**src/jlpg_pkg.sv**
```systemverilog
`timescale 1ns / 1ps
package jlpg_pkg;

    localparam int COUNT_BITS_DEF = 24;
    localparam int DATA_W = 64;
    localparam int ADDR_W = 6;

    localparam logic signed [DATA_W-1:0] SMAX = {1'b0, {(DATA_W-1){1'b1}}};
    localparam logic signed [DATA_W-1:0] SMIN = {1'b1, {(DATA_W-1){1'b0}}};

    typedef enum logic [2:0] {
        REG_JERK_MAX = 3'd0,
        REG_ACC_MAX  = 3'd1,
        REG_VEL_MAX  = 3'd2,
        REG_DISTANCE = 3'd3,
        REG_RAMP     = 3'd4,
        REG_CRUISE   = 3'd5,
        REG_TOTAL    = 3'd6
    } reg_idx_t;

    typedef enum logic [8:0] {
        S_IDLE   = 9'b000000001,
        S_DECODE = 9'b000000010,
        S_RAMP   = 9'b000000100,
        S_COMB   = 9'b000001000,
        S_ACC_A  = 9'b000010000,
        S_ACC_V  = 9'b000100000,
        S_ACC_P  = 9'b001000000,
        S_OUT    = 9'b010000000,
        S_SPARE  = 9'b100000000
    } ctrl_state_t;

    typedef enum logic [3:0] {
        M_IDLE = 4'b0001,
        M_MUL  = 4'b0010,
        M_DIV  = 4'b0100,
        M_DONE = 4'b1000
    } md_state_t;

    typedef struct packed {
        logic accept;
        logic decode;
        logic comb;
        logic acc_a;
        logic acc_v;
        logic acc_p;
        logic load_out;
    } jlpg_cmd_t;

    typedef struct packed {
        logic restart;
        logic running;
        logic is_last;
        logic need_ramp;
        logic ramp_done;
        logic out_free;
    } jlpg_sts_t;

    function automatic logic signed [DATA_W-1:0] sat_add(
        input logic signed [DATA_W-1:0] a,
        input logic signed [DATA_W-1:0] b
    );
        logic signed [DATA_W-1:0] s;
        s = a + b;
        if (a[DATA_W-1] == b[DATA_W-1] && s[DATA_W-1] != a[DATA_W-1])
            s = a[DATA_W-1] ? SMIN : SMAX;
        return s;
    endfunction

    function automatic logic signed [DATA_W-1:0] sat_sub(
        input logic signed [DATA_W-1:0] a,
        input logic signed [DATA_W-1:0] b
    );
        logic signed [DATA_W-1:0] s;
        s = a - b;
        if (a[DATA_W-1] != b[DATA_W-1] && s[DATA_W-1] != a[DATA_W-1])
            s = a[DATA_W-1] ? SMIN : SMAX;
        return s;
    endfunction

endpackage

```
**src/jlpg_muldiv.sv**
```systemverilog
`timescale 1ns / 1ps
module jlpg_muldiv #(
    parameter int COUNT_BITS = jlpg_pkg::COUNT_BITS_DEF
) (
    input  logic                                clk,
    input  logic                                rst_n,
    input  logic                                start,
    input  logic signed [jlpg_pkg::DATA_W-1:0]  jerk_max,
    input  logic [COUNT_BITS-1:0]               e,
    input  logic [COUNT_BITS-1:0]               d,
    output logic                                done,
    output logic signed [jlpg_pkg::DATA_W-1:0]  r
);
    import jlpg_pkg::*;

    localparam int PW = DATA_W + COUNT_BITS;
    localparam int QW = PW + 2;
    localparam int SW = $clog2(QW + 1);

    md_state_t              st_reg;
    logic [SW-1:0]          step_reg;
    logic                   neg_reg;
    logic                   dz_reg;
    logic [COUNT_BITS-1:0]  e_reg;
    logic [COUNT_BITS-1:0]  d_reg;
    logic [PW-1:0]          mc_reg;
    logic [PW-1:0]          prod_reg;
    logic [QW-1:0]          num_reg;
    logic [COUNT_BITS-1:0]  rem_reg;

    logic [DATA_W-1:0]      mag;
    logic [PW-1:0]          prod_next;
    logic [COUNT_BITS:0]    shifted;
    logic [COUNT_BITS+1:0]  diff;
    logic                   qbit;
    logic [DATA_W-1:0]      lo;

    assign mag       = jerk_max[DATA_W-1] ? (DATA_W'(0) - jerk_max) : jerk_max;
    assign prod_next = e_reg[0] ? (prod_reg + mc_reg) : prod_reg;
    assign shifted   = {rem_reg, num_reg[QW-1]};
    assign diff      = {1'b0, shifted} - {2'b00, d_reg};
    assign qbit      = !diff[COUNT_BITS+1];
    assign lo        = num_reg[DATA_W-1:0];
    assign done      = (st_reg == M_DONE);

    always_comb
    begin
        if (dz_reg)
            r = '0;
        else if (neg_reg)
        begin
            if (num_reg[QW-1:DATA_W] != '0 || lo > DATA_W'(SMIN))
                r = SMIN;
            else
                r = DATA_W'(0) - lo;
        end
        else if (num_reg[QW-1:DATA_W-1] != '0)
            r = SMAX;
        else
            r = lo;
    end

    always_ff @(posedge clk or negedge rst_n)
    begin
        if (!rst_n)
        begin
            st_reg   <= M_IDLE;
            step_reg <= '0;
        end
        else
        begin
            case (st_reg)
                M_IDLE:
                begin
                    step_reg <= '0;
                    if (start)
                        st_reg <= M_MUL;
                end
                M_MUL:
                begin
                    if (step_reg == SW'(COUNT_BITS - 1))
                    begin
                        step_reg <= '0;
                        st_reg   <= M_DIV;
                    end
                    else
                        step_reg <= step_reg + 1'b1;
                end
                M_DIV:
                begin
                    if (step_reg == SW'(QW - 1))
                    begin
                        step_reg <= '0;
                        st_reg   <= M_DONE;
                    end
                    else
                        step_reg <= step_reg + 1'b1;
                end
                M_DONE:
                    st_reg <= M_IDLE;
                default:
                    st_reg <= M_IDLE;
            endcase
        end
    end

    always_ff @(posedge clk)
    begin
        case (st_reg)
            M_IDLE:
            begin
                if (start)
                begin
                    neg_reg  <= jerk_max[DATA_W-1];
                    dz_reg   <= (d == '0);
                    e_reg    <= e;
                    d_reg    <= d;
                    mc_reg   <= {{COUNT_BITS{1'b0}}, mag};
                    prod_reg <= '0;
                end
            end
            M_MUL:
            begin
                prod_reg <= prod_next;
                mc_reg   <= {mc_reg[PW-2:0], 1'b0};
                e_reg    <= {1'b0, e_reg[COUNT_BITS-1:1]};
                if (step_reg == SW'(COUNT_BITS - 1))
                begin
                    num_reg <= {prod_next, 2'b00};
                    rem_reg <= '0;
                end
            end
            M_DIV:
            begin
                rem_reg <= qbit ? diff[COUNT_BITS-1:0] : shifted[COUNT_BITS-1:0];
                num_reg <= {num_reg[QW-2:0], qbit};
            end
            default:
            begin
            end
        endcase
    end

endmodule

```
**src/jlpg_datapath.sv**
```systemverilog
`timescale 1ns / 1ps
module jlpg_datapath #(
    parameter int COUNT_BITS = jlpg_pkg::COUNT_BITS_DEF
) (
    input  logic                                clk,
    input  logic                                rst_n,
    input  jlpg_pkg::jlpg_cmd_t                 cmd,
    output jlpg_pkg::jlpg_sts_t                 sts,
    input  logic                                restart,
    input  logic signed [jlpg_pkg::DATA_W-1:0]  jerk_max,
    input  logic signed [jlpg_pkg::DATA_W-1:0]  acc_max,
    input  logic signed [jlpg_pkg::DATA_W-1:0]  vel_max,
    input  logic signed [jlpg_pkg::DATA_W-1:0]  distance,
    input  logic [COUNT_BITS-1:0]               ramp_samples,
    input  logic [COUNT_BITS-1:0]               cruise_samples,
    input  logic [COUNT_BITS-1:0]               total_samples,
    output logic                                out_valid,
    input  logic                                out_ready,
    output logic [COUNT_BITS-1:0]               sample_index,
    output logic signed [jlpg_pkg::DATA_W-1:0]  jerk,
    output logic signed [jlpg_pkg::DATA_W-1:0]  accel,
    output logic signed [jlpg_pkg::DATA_W-1:0]  velocity,
    output logic signed [jlpg_pkg::DATA_W-1:0]  position,
    output logic                                last
);
    import jlpg_pkg::*;

    localparam int BW = COUNT_BITS + 2;

    logic [COUNT_BITS-1:0]     cnt_reg;
    logic                      run_reg;
    logic                      out_valid_reg;
    logic signed [DATA_W-1:0]  aacc_reg, vacc_reg, pacc_reg;
    logic signed [DATA_W-1:0]  j_reg, a_reg, v_reg, p_reg;
    logic                      last_reg;
    logic signed [DATA_W-1:0]  base_reg;
    logic                      sub_reg, use_r_reg, fpos_reg, fneg_reg, cruise_reg;
    logic [COUNT_BITS-1:0]     o_idx_reg;
    logic signed [DATA_W-1:0]  o_j_reg, o_a_reg, o_v_reg, o_p_reg;
    logic                      o_last_reg;

    logic [BW-1:0]             t, tt, q1, q2, n1, z, n3, n4, p3, p4, off;
    logic signed [DATA_W-1:0]  nj, base_next, rterm, rsel, a_next;
    logic                      is_last, need_ramp, sub_next, fpos_next, fneg_next, cruise_next;
    logic                      md_done;
    logic [COUNT_BITS-1:0]     e_val;

    assign nj = sat_sub(DATA_W'(0), jerk_max);

    always_comb
    begin
        t    = BW'(cnt_reg);
        tt   = BW'(ramp_samples);
        q1   = tt >> 2;
        q2   = tt >> 1;
        n1   = (q1 << 1) + q1;
        z    = tt + BW'(cruise_samples);
        n3   = z + q1;
        n4   = z + q2;
        p3   = z + n1;
        p4   = z + tt;
        is_last     = (cnt_reg == total_samples);
        need_ramp   = 1'b0;
        base_next   = '0;
        sub_next    = 1'b0;
        fpos_next   = 1'b0;
        fneg_next   = 1'b0;
        cruise_next = 1'b0;
        off         = '0;
        if (is_last)
        begin
        end
        else if (t < q1)
            need_ramp = 1'b1;
        else if (t == q1)
            base_next = jerk_max;
        else if (t < q2)
        begin
            need_ramp = 1'b1; base_next = jerk_max; sub_next = 1'b1; off = q1;
        end
        else if (t == q2)
            fpos_next = 1'b1;
        else if (t < n1)
        begin
            need_ramp = 1'b1; sub_next = 1'b1; off = q2;
        end
        else if (t == n1)
            base_next = nj;
        else if (t < tt)
        begin
            need_ramp = 1'b1; base_next = nj; off = n1;
        end
        else if (t <= z)
            cruise_next = 1'b1;
        else if (t < n3)
        begin
            need_ramp = 1'b1; sub_next = 1'b1; off = z;
        end
        else if (t == n3)
            base_next = nj;
        else if (t < n4)
        begin
            need_ramp = 1'b1; base_next = nj; off = n3;
        end
        else if (t == n4)
            fneg_next = 1'b1;
        else if (t < p3)
        begin
            need_ramp = 1'b1; off = n4;
        end
        else if (t == p3)
            base_next = jerk_max;
        else if (t < p4)
        begin
            need_ramp = 1'b1; base_next = jerk_max; sub_next = 1'b1; off = p3;
        end
        e_val = COUNT_BITS'(t - off);
    end

    jlpg_muldiv #(
        .COUNT_BITS (COUNT_BITS)
    ) u_muldiv (
        .clk      (clk),
        .rst_n    (rst_n),
        .start    (cmd.decode && need_ramp && !is_last),
        .jerk_max (jerk_max),
        .e        (e_val),
        .d        (ramp_samples),
        .done     (md_done),
        .r        (rterm)
    );

    assign rsel = use_r_reg ? rterm : '0;

    always_comb
    begin
        if (cruise_reg)
            a_next = '0;
        else if (fpos_reg)
            a_next = acc_max;
        else if (fneg_reg)
            a_next = sat_sub(DATA_W'(0), acc_max);
        else
            a_next = sat_add(aacc_reg, j_reg);
    end

    assign sts.restart   = restart;
    assign sts.running   = run_reg;
    assign sts.is_last   = is_last;
    assign sts.need_ramp = need_ramp;
    assign sts.ramp_done = md_done;
    assign sts.out_free  = !out_valid_reg || out_ready;

    always_ff @(posedge clk or negedge rst_n)
    begin
        if (!rst_n)
        begin
            cnt_reg       <= '0;
            run_reg       <= 1'b0;
            out_valid_reg <= 1'b0;
            aacc_reg      <= '0;
            vacc_reg      <= '0;
            pacc_reg      <= '0;
        end
        else
        begin
            if (cmd.accept)
            begin
                if (restart)
                begin
                    cnt_reg  <= '0;
                    run_reg  <= (total_samples != '0);
                    aacc_reg <= '0;
                    vacc_reg <= '0;
                    pacc_reg <= '0;
                end
                else if (run_reg)
                    cnt_reg <= cnt_reg + 1'b1;
            end
            if (cmd.decode && is_last)
            begin
                run_reg  <= 1'b0;
                aacc_reg <= '0;
                vacc_reg <= '0;
                pacc_reg <= distance;
            end
            if (cmd.acc_p)
            begin
                aacc_reg <= a_reg;
                vacc_reg <= v_reg;
                pacc_reg <= sat_add(pacc_reg, v_reg);
            end
            if (cmd.load_out)
                out_valid_reg <= 1'b1;
            else if (out_ready)
                out_valid_reg <= 1'b0;
        end
    end

    always_ff @(posedge clk)
    begin
        if (cmd.accept)
        begin
            j_reg    <= '0;
            a_reg    <= '0;
            v_reg    <= '0;
            p_reg    <= '0;
            last_reg <= (total_samples == '0);
        end
        if (cmd.decode)
        begin
            if (is_last)
            begin
                j_reg    <= '0;
                a_reg    <= '0;
                v_reg    <= '0;
                p_reg    <= distance;
                last_reg <= 1'b1;
            end
            else
                last_reg <= 1'b0;
            base_reg   <= base_next;
            sub_reg    <= sub_next;
            use_r_reg  <= need_ramp;
            fpos_reg   <= fpos_next;
            fneg_reg   <= fneg_next;
            cruise_reg <= cruise_next;
        end
        if (cmd.comb)
            j_reg <= sub_reg ? sat_sub(base_reg, rsel) : sat_add(base_reg, rsel);
        if (cmd.acc_a)
            a_reg <= a_next;
        if (cmd.acc_v)
            v_reg <= cruise_reg ? vel_max : sat_add(vacc_reg, a_reg);
        if (cmd.acc_p)
            p_reg <= sat_add(pacc_reg, v_reg);
        if (cmd.load_out)
        begin
            o_idx_reg  <= cnt_reg;
            o_j_reg    <= j_reg;
            o_a_reg    <= a_reg;
            o_v_reg    <= v_reg;
            o_p_reg    <= p_reg;
            o_last_reg <= last_reg;
        end
    end

    assign out_valid    = out_valid_reg;
    assign sample_index = o_idx_reg;
    assign jerk         = o_j_reg;
    assign accel        = o_a_reg;
    assign velocity     = o_v_reg;
    assign position     = o_p_reg;
    assign last         = o_last_reg;

endmodule

```
**src/jlpg_ctrl.sv**
```systemverilog
`timescale 1ns / 1ps
module jlpg_ctrl (
    input  logic                 clk,
    input  logic                 rst_n,
    input  logic                 in_valid,
    output logic                 in_ready,
    input  jlpg_pkg::jlpg_sts_t  sts,
    output jlpg_pkg::jlpg_cmd_t  cmd
);
    import jlpg_pkg::*;

    ctrl_state_t state_reg, state_next;

    always_comb
    begin
        state_next = state_reg;
        cmd        = '0;
        case (state_reg)
            S_IDLE:
            begin
                cmd.accept = in_valid;
                if (in_valid)
                begin
                    if (sts.restart)
                        state_next = S_OUT;
                    else if (sts.running)
                        state_next = S_DECODE;
                end
            end
            S_DECODE:
            begin
                cmd.decode = 1'b1;
                if (sts.is_last)
                    state_next = S_OUT;
                else if (sts.need_ramp)
                    state_next = S_RAMP;
                else
                    state_next = S_COMB;
            end
            S_RAMP:
            begin
                if (sts.ramp_done)
                    state_next = S_COMB;
            end
            S_COMB:
            begin
                cmd.comb   = 1'b1;
                state_next = S_ACC_A;
            end
            S_ACC_A:
            begin
                cmd.acc_a  = 1'b1;
                state_next = S_ACC_V;
            end
            S_ACC_V:
            begin
                cmd.acc_v  = 1'b1;
                state_next = S_ACC_P;
            end
            S_ACC_P:
            begin
                cmd.acc_p  = 1'b1;
                state_next = S_OUT;
            end
            S_OUT:
            begin
                if (sts.out_free)
                begin
                    cmd.load_out = 1'b1;
                    state_next   = S_IDLE;
                end
            end
            default:
                state_next = S_IDLE;
        endcase
    end

    assign in_ready = (state_reg == S_IDLE);

    always_ff @(posedge clk or negedge rst_n)
    begin
        if (!rst_n)
            state_reg <= S_IDLE;
        else
            state_reg <= state_next;
    end

`ifndef SYNTH
    a_onehot: assert property (@(posedge clk) disable iff (!rst_n) $onehot(state_reg))
        else $error("controller state not one-hot");
    a_ramp_done: assert property (@(posedge clk) disable iff (!rst_n)
        sts.ramp_done |-> state_reg == S_RAMP)
        else $error("ramp unit finished outside the wait state");
    a_load_free: assert property (@(posedge clk) disable iff (!rst_n)
        cmd.load_out |-> sts.out_free)
        else $error("output register overwritten");
`endif

endmodule

```
**src/jerk_limited_profile_generator_core.sv**
```systemverilog
`timescale 1ns / 1ps
// Channel | Handshake           | Payload
// in      | in_valid, in_ready  | restart
// out     | out_valid, out_ready| sample_index, jerk, accel, velocity, position, last
// apb     | psel, penable, pwrite, pready | paddr, pwdata, prdata (8-byte registers)
// Restart transfer: accept goes to S_OUT, which loads the output register when free.
// Sample without ramp term: IDLE, DECODE, COMB, ACC_A, ACC_V, ACC_P, OUT; last: IDLE, DECODE, OUT.
// Ramp sample: the controller waits in S_RAMP for the ramp term from the serial
// shift-add multiplier and restoring divider.
// rst_n asynchronously resets controller, counter, accumulators and config registers.
// One item at a time; a full output register stalls the controller before load.
module jerk_limited_profile_generator_core #(
    parameter int COUNT_BITS = jlpg_pkg::COUNT_BITS_DEF
) (
    input  logic                                clk,
    input  logic                                rst_n,
    input  logic                                psel,
    input  logic                                penable,
    input  logic                                pwrite,
    input  logic [jlpg_pkg::ADDR_W-1:0]         paddr,
    input  logic [jlpg_pkg::DATA_W-1:0]         pwdata,
    output logic [jlpg_pkg::DATA_W-1:0]         prdata,
    output logic                                pready,
    input  logic                                in_valid,
    output logic                                in_ready,
    input  logic                                restart,
    output logic                                out_valid,
    input  logic                                out_ready,
    output logic [COUNT_BITS-1:0]               sample_index,
    output logic signed [jlpg_pkg::DATA_W-1:0]  jerk,
    output logic signed [jlpg_pkg::DATA_W-1:0]  accel,
    output logic signed [jlpg_pkg::DATA_W-1:0]  velocity,
    output logic signed [jlpg_pkg::DATA_W-1:0]  position,
    output logic                                last
);
    import jlpg_pkg::*;

    logic signed [DATA_W-1:0]  jerk_max_reg, acc_max_reg, vel_max_reg, distance_reg;
    logic [COUNT_BITS-1:0]     ramp_reg, cruise_reg, total_reg;
    logic                      wr;
    reg_idx_t                  idx;
    jlpg_cmd_t                 cmd;
    jlpg_sts_t                 sts;

    assign pready = 1'b1;
    assign wr     = psel && penable && pwrite && pready;
    assign idx    = reg_idx_t'(paddr[5:3]);

    always_ff @(posedge clk or negedge rst_n)
    begin
        if (!rst_n)
        begin
            jerk_max_reg <= '0;
            acc_max_reg  <= '0;
            vel_max_reg  <= '0;
            distance_reg <= '0;
            ramp_reg     <= COUNT_BITS'(4);
            cruise_reg   <= '0;
            total_reg    <= COUNT_BITS'(1);
        end
        else if (wr)
        begin
            case (idx)
                REG_JERK_MAX: jerk_max_reg <= pwdata;
                REG_ACC_MAX:  acc_max_reg  <= pwdata;
                REG_VEL_MAX:  vel_max_reg  <= pwdata;
                REG_DISTANCE: distance_reg <= pwdata;
                REG_RAMP:     ramp_reg     <= pwdata[COUNT_BITS-1:0];
                REG_CRUISE:   cruise_reg   <= pwdata[COUNT_BITS-1:0];
                REG_TOTAL:    total_reg    <= pwdata[COUNT_BITS-1:0];
                default:
                begin
                end
            endcase
        end
    end

    always_comb
    begin
        case (idx)
            REG_JERK_MAX: prdata = jerk_max_reg;
            REG_ACC_MAX:  prdata = acc_max_reg;
            REG_VEL_MAX:  prdata = vel_max_reg;
            REG_DISTANCE: prdata = distance_reg;
            REG_RAMP:     prdata = DATA_W'(ramp_reg);
            REG_CRUISE:   prdata = DATA_W'(cruise_reg);
            REG_TOTAL:    prdata = DATA_W'(total_reg);
            default:      prdata = '0;
        endcase
    end

    jlpg_ctrl u_ctrl (
        .clk      (clk),
        .rst_n    (rst_n),
        .in_valid (in_valid),
        .in_ready (in_ready),
        .sts      (sts),
        .cmd      (cmd)
    );

    jlpg_datapath #(
        .COUNT_BITS (COUNT_BITS)
    ) u_datapath (
        .clk            (clk),
        .rst_n          (rst_n),
        .cmd            (cmd),
        .sts            (sts),
        .restart        (restart),
        .jerk_max       (jerk_max_reg),
        .acc_max        (acc_max_reg),
        .vel_max        (vel_max_reg),
        .distance       (distance_reg),
        .ramp_samples   (ramp_reg),
        .cruise_samples (cruise_reg),
        .total_samples  (total_reg),
        .out_valid      (out_valid),
        .out_ready      (out_ready),
        .sample_index   (sample_index),
        .jerk           (jerk),
        .accel          (accel),
        .velocity       (velocity),
        .position       (position),
        .last           (last)
    );

endmodule
```
**config.mk**
```make
export PLATFORM = sky130hd
export DESIGN_NAME = jerk_limited_profile_generator_core
export DESIGN_NICKNAME = d
export VERILOG_FILES = /design/src/jlpg_pkg.sv /design/src/jlpg_muldiv.sv /design/src/jlpg_datapath.sv /design/src/jlpg_ctrl.sv /design/src/jerk_limited_profile_generator_core.sv
export SDC_FILE = /design/constraint.sdc
export NUM_CORES = 2
export LEC_CHECK = 0
export BUFFER_PORTS_ARGS = -buffer_cell sky130_fd_sc_hd__buf_2
export CAP_MARGIN = 20
export CORE_MARGIN = 2
export CORE_UTILIZATION = 60
export DETAILED_ROUTE_END_ITERATION = 10
export GPL_TIMING_DRIVEN = 0
export PLACE_DENSITY = 0.86
export SLEW_MARGIN = 0
export SYNTH_ARGS = -nofsm -noshare
export SYNTH_HDL_FRONTEND = slang
export SYNTH_SLANG_ARGS = --single-unit
```
**constraint.sdc**
```tcl
create_clock -name clk -period 15.7 [get_ports clk]
set_clock_uncertainty 0.05 [all_clocks]
set_input_delay 1.57 -clock clk [delete_from_list [all_inputs] [get_ports clk]]
set_output_delay 1.57 -clock clk [all_outputs]
set_load 0.1 [all_outputs]
```
==> results.md <==
Status:
- The flow ran to the end, and the final reports show no timing, DRC or antenna violations.

GRT:
- The global-route wire length before repair is just over 600000 um.
- The number of antenna violations at the first check in global routing is 22.
- The via count of the first global-routing pass is ~93000.
- The maximum number of pins on one net before global-route repair is around 130.
- The total congestion overflow is 0.
- The overall fraction of global-route tracks in use is a little under half.

Critical path:
- Data on the critical path arrives at its endpoint at roughly 16 ns.
- The most frequent cell on the critical path is sky130_fd_sc_hd__o21ai_0.
- For flop-to-flop paths, the worst setup slack is approximately 0.40 ns.
- Counting both buffers and inverters, the worst setup path holds a total of 4.
- The cell depth of the worst flop-to-flop path is 48.
- The critical-path cell with the highest stage delay is sky130_fd_sc_hd__o41ai_1.
- The startpoint-to-endpoint class of the critical path is flip-flop to flip-flop.
- The cell family contributing the most delay on the critical path is compound AO/OA/AOI/OAI gates.
- The maximum fanout along the worst path is 12.
- The worst stage delay on the critical path is ~0.76 ns.
- The worst setup path is launched from a flip-flop.
- The terminus of the critical flop-to-flop path is u_datapath.u_muldiv.e_reg[23].
- The kind of end point of the critical path is a flip-flop.
- The startpoint identified for the worst register-to-register timing path is ramp_reg[3].
- For the worst setup path, the data required time is roughly 16 ns.

Layout:
- Once layout is complete, the cells apart from fillers number 14100.
- The net total in the final layout is 12700.
- The register with the most flip-flops in the layout has 90 of them.
- The share of final-layout standard cells stronger than drive strength 1 is under 10%.
- Relative to the synthesized area, the layout overhead comes to 11.3%.

Synth:
- In this run the cell area of the synthesized design comes to between 100000 and 150000 sq um.
- Of all flip-flops after synthesis, the portion carrying an async set or reset was 37.4%.
- The instance count of the mapped netlist is 11100.
- A synthesized cell averages 9.24 sq um.
- The top flip-flop cell by instance count after synthesis is sky130_fd_sc_hd__edfxtp_1.
- The most area-hungry cell type in the Yosys netlist is sky130_fd_sc_hd__edfxtp_1.
- Sequential cells were found to cover about two fifths of the synthesized design area.
- Counting instances in the post-synthesis netlist gives the leading cell types as sky130_fd_sc_hd__a21oi_1 (1057), sky130_fd_sc_hd__nand2_1 (905), sky130_fd_sc_hd__o21ai_0 (870), sky130_fd_sc_hd__ha_1 (820), sky130_fd_sc_hd__nor2_1 (789).
- Counting distinct cell types in the post-synthesis netlist gives 102.
- The number of enable flip-flop cells after synthesis is ~700.
- The number of nets handed over by synthesis was around 12000.
- Summed over its instances, the top area cell type makes up just over 20% of the synthesized netlist area.
- After synthesis the netlist holds a flip-flop and latch count of about 1500.
- sky130_fd_sc_hd__a21oi_1 is the most common cell in the netlist.
- By area the synthesized netlist is led by sky130_fd_sc_hd__edfxtp_1 (20%), sky130_fd_sc_hd__dfrtp_1 (14%), sky130_fd_sc_hd__ha_1 (10%), sky130_fd_sc_hd__a21oi_1 (5.2%), sky130_fd_sc_hd__dfxtp_1 (5.0%).
- The yosys synthesis warning count is 0.

Clocking:
- The number of gates resized after CTS was 0.
- The H-tree was split into 4 levels.
- The CTS clock-pin slew for the worst setup and hold paths is 0.06 ns.
- The hold buffer count at CTS is 0.
- The library cell used as clock root buffer is sky130_fd_sc_hd__clkbuf_16.
- TritonCTS built the clock tree.
- The clock network latency to the later pin of the worst-skew pair is around 0.87 ns.
- The number of clock sinks seen by CTS is 1512.
- The number of clock buffers added by TritonCTS is roughly 160.
- Counting along the longest clock path gives a buffer depth of 3.
- The total setup buffers inserted after CTS is 0.

STA:
- Across all hold checks on the routed design, the worst slack comes to slightly below 0.4 ns.
- Setup violations remaining at the end of the flow were counted as 0.
- The worst path uses between 90% and 100% of the clock period.
- The clock period could shrink to 15.30 ns.
- The total count of max-transition violations in the final report is 0.
- Derived from the worst setup path, the maximum achievable clock frequency is between 0.06 and 0.07 GHz.
- Measured against its own limit, the worst slew margin works out to between 10% and 20%.
- The number of endpoints with negative hold slack in the final report is 0.
- Setup repair after global routing left no endpoint under its margin.
- For the pin with the worst max-slew slack, the measured transition is around 1.3 ns.

Floorplan:
- 426 I/O pins were placed.
- From bottom edge to top edge, the die measures ~420 um.
- The total die area is approximately 170000 sq um.
- The floorplan step set the die width to between 400 and 500 um.
- The effective utilization at floorplan is between 60% and 70%.
- Row generation in the floorplan step produced 151 rows.
- The core region is ~170000 sq um.

Route:
- The final routed wirelength across all metal layers is between 400000 and 500000 um.
- For this run, design rule violations remaining after detail routing come to 0.
- The mean number of vias per cell is ~7.0.
- The routed wire length per instance is 30.2 um.
- Once detail routing completed, the nets flagged for antenna violations numbered 0.
- The routed via count is around 99000.
- The detailed router finished its first iteration with between 10000 and 15000 violations.
- The first-pass iteration count of the detailed router is 10.

Power:
- Summed over all cells, the static leakage comes to 50.4 nW.
- In this run the power density over the cells is 144 nW/um^2.
- Across the VDD grid, the largest voltage drop is 328 uV.

Place:
- The number of port buffers is 419.
- The global placement routability congestion is around 1.1.
- The detailed placer's ending HPWL is around 340000 um.
- The instance count after placement with tap cells included is between 10000 and 15000.

Hold path:
- The launch instance of the worst min-delay path is u_datapath.p_reg[61].
- The min-delay analysis places its worst path in the category flip-flop to flip-flop.
- The worst hold path passes through 0 cells.
- The endpoint with the worst hold slack is u_datapath.position[61].

Flow run:
- The max-cap check violation count is 0.
power by group:
part	switching, W	internal, W
registers	0.000460	0.00447
logic	0.00485	0.00249
clock network	0.00183	0.00230
total	0.00714	0.00926
layout make-up:
class | count | area, sq um
multi-input cells | 8597 | 58800
plain buffers | 592 | 2280
clock inverters | 102 | 1260
fillers | 13400 | 55500
inverters | 406 | 1530
well taps | 2218 | 2780
clock buffers | 204 | 4430
diodes | 18 | 45.0
flip-flops and latches | 1512 | 40000
repair buffers | 475 | 3010
placed cells by master, fill, tap and decap left out, drive strengths merged, types with 307 or more instances in the layout:
cell type / n
nor2: 791
a21o: 467
xnor2: 423
mux2: 307
nand2: 906
edfxtp: 691
a21oi: 1058
clkbuf: 750
o21ai: 874
inv: 412
dfrtp: 561
buf: 520
ha: 820
per-stage QoR:
step / instance area [sq um] / util (%) / setup TNS [ns] / setup slack [ns] / total power, W
4_1_cts: 114000 / 67.2 / 0 / 1.32 / 0.0161
6_report: 114000 / 67.3 / 0 / 0.404 / 0.0164
3_5_place_dp: 108000 / 63.9 / 0 / 1.48 / 0.0120
2_1_floorplan: 103000 / - / 0 / 0.687 / 0.00984
5_1_grt: 114000 / 67.3 / 0 / 0.441 / 0.0170
3_3_place_gp: 107000 / 63.3 / -1672.29 / -5.21 / 0.0118
routing by layer:
metal	routed length (um)	GRT usage, %	vias to the layer above
met2	178000	69.3	7381
met5	97	0	-
met4	35400	32.2	14
li1	-	-	42400
met1	159000	61.4	47400
met3	53900	12.8	1711
worst max path at each step:
stage / startpoint / end / cells past startpoint
after floorplan: out_ready / u_datapath.accel[0] / 2
after global placement: out_ready / u_datapath.jerk[42] / 3
after detailed placement: ramp_reg[3] / u_datapath.u_muldiv.e_reg[23] / 48
after CTS: ramp_reg[3] / u_datapath.u_muldiv.e_reg[23] / 48
after global routing: ramp_reg[3] / u_datapath.u_muldiv.e_reg[23] / 48
final: ramp_reg[3] / u_datapath.u_muldiv.e_reg[23] / 48
logic make-up (layout without fill, tap and decap cells):
family / count (synthesis) / after routing / synth area share (%)
compound gates: 3780 / 3780 / 23.5
simple gates: 2886 / 2886 / 13.2
flops: 1512 / 1512 / 39.0
buf+inv: 998 / 1779 / 3.71
fa+ha+maj: 838 / 838 / 10.3
xor+xnor: 696 / 696 / 5.96
mux: 396 / 396 / 4.26
other cells: 1 / 19 / 0.00366
Power figures use the tool's default switching activity.
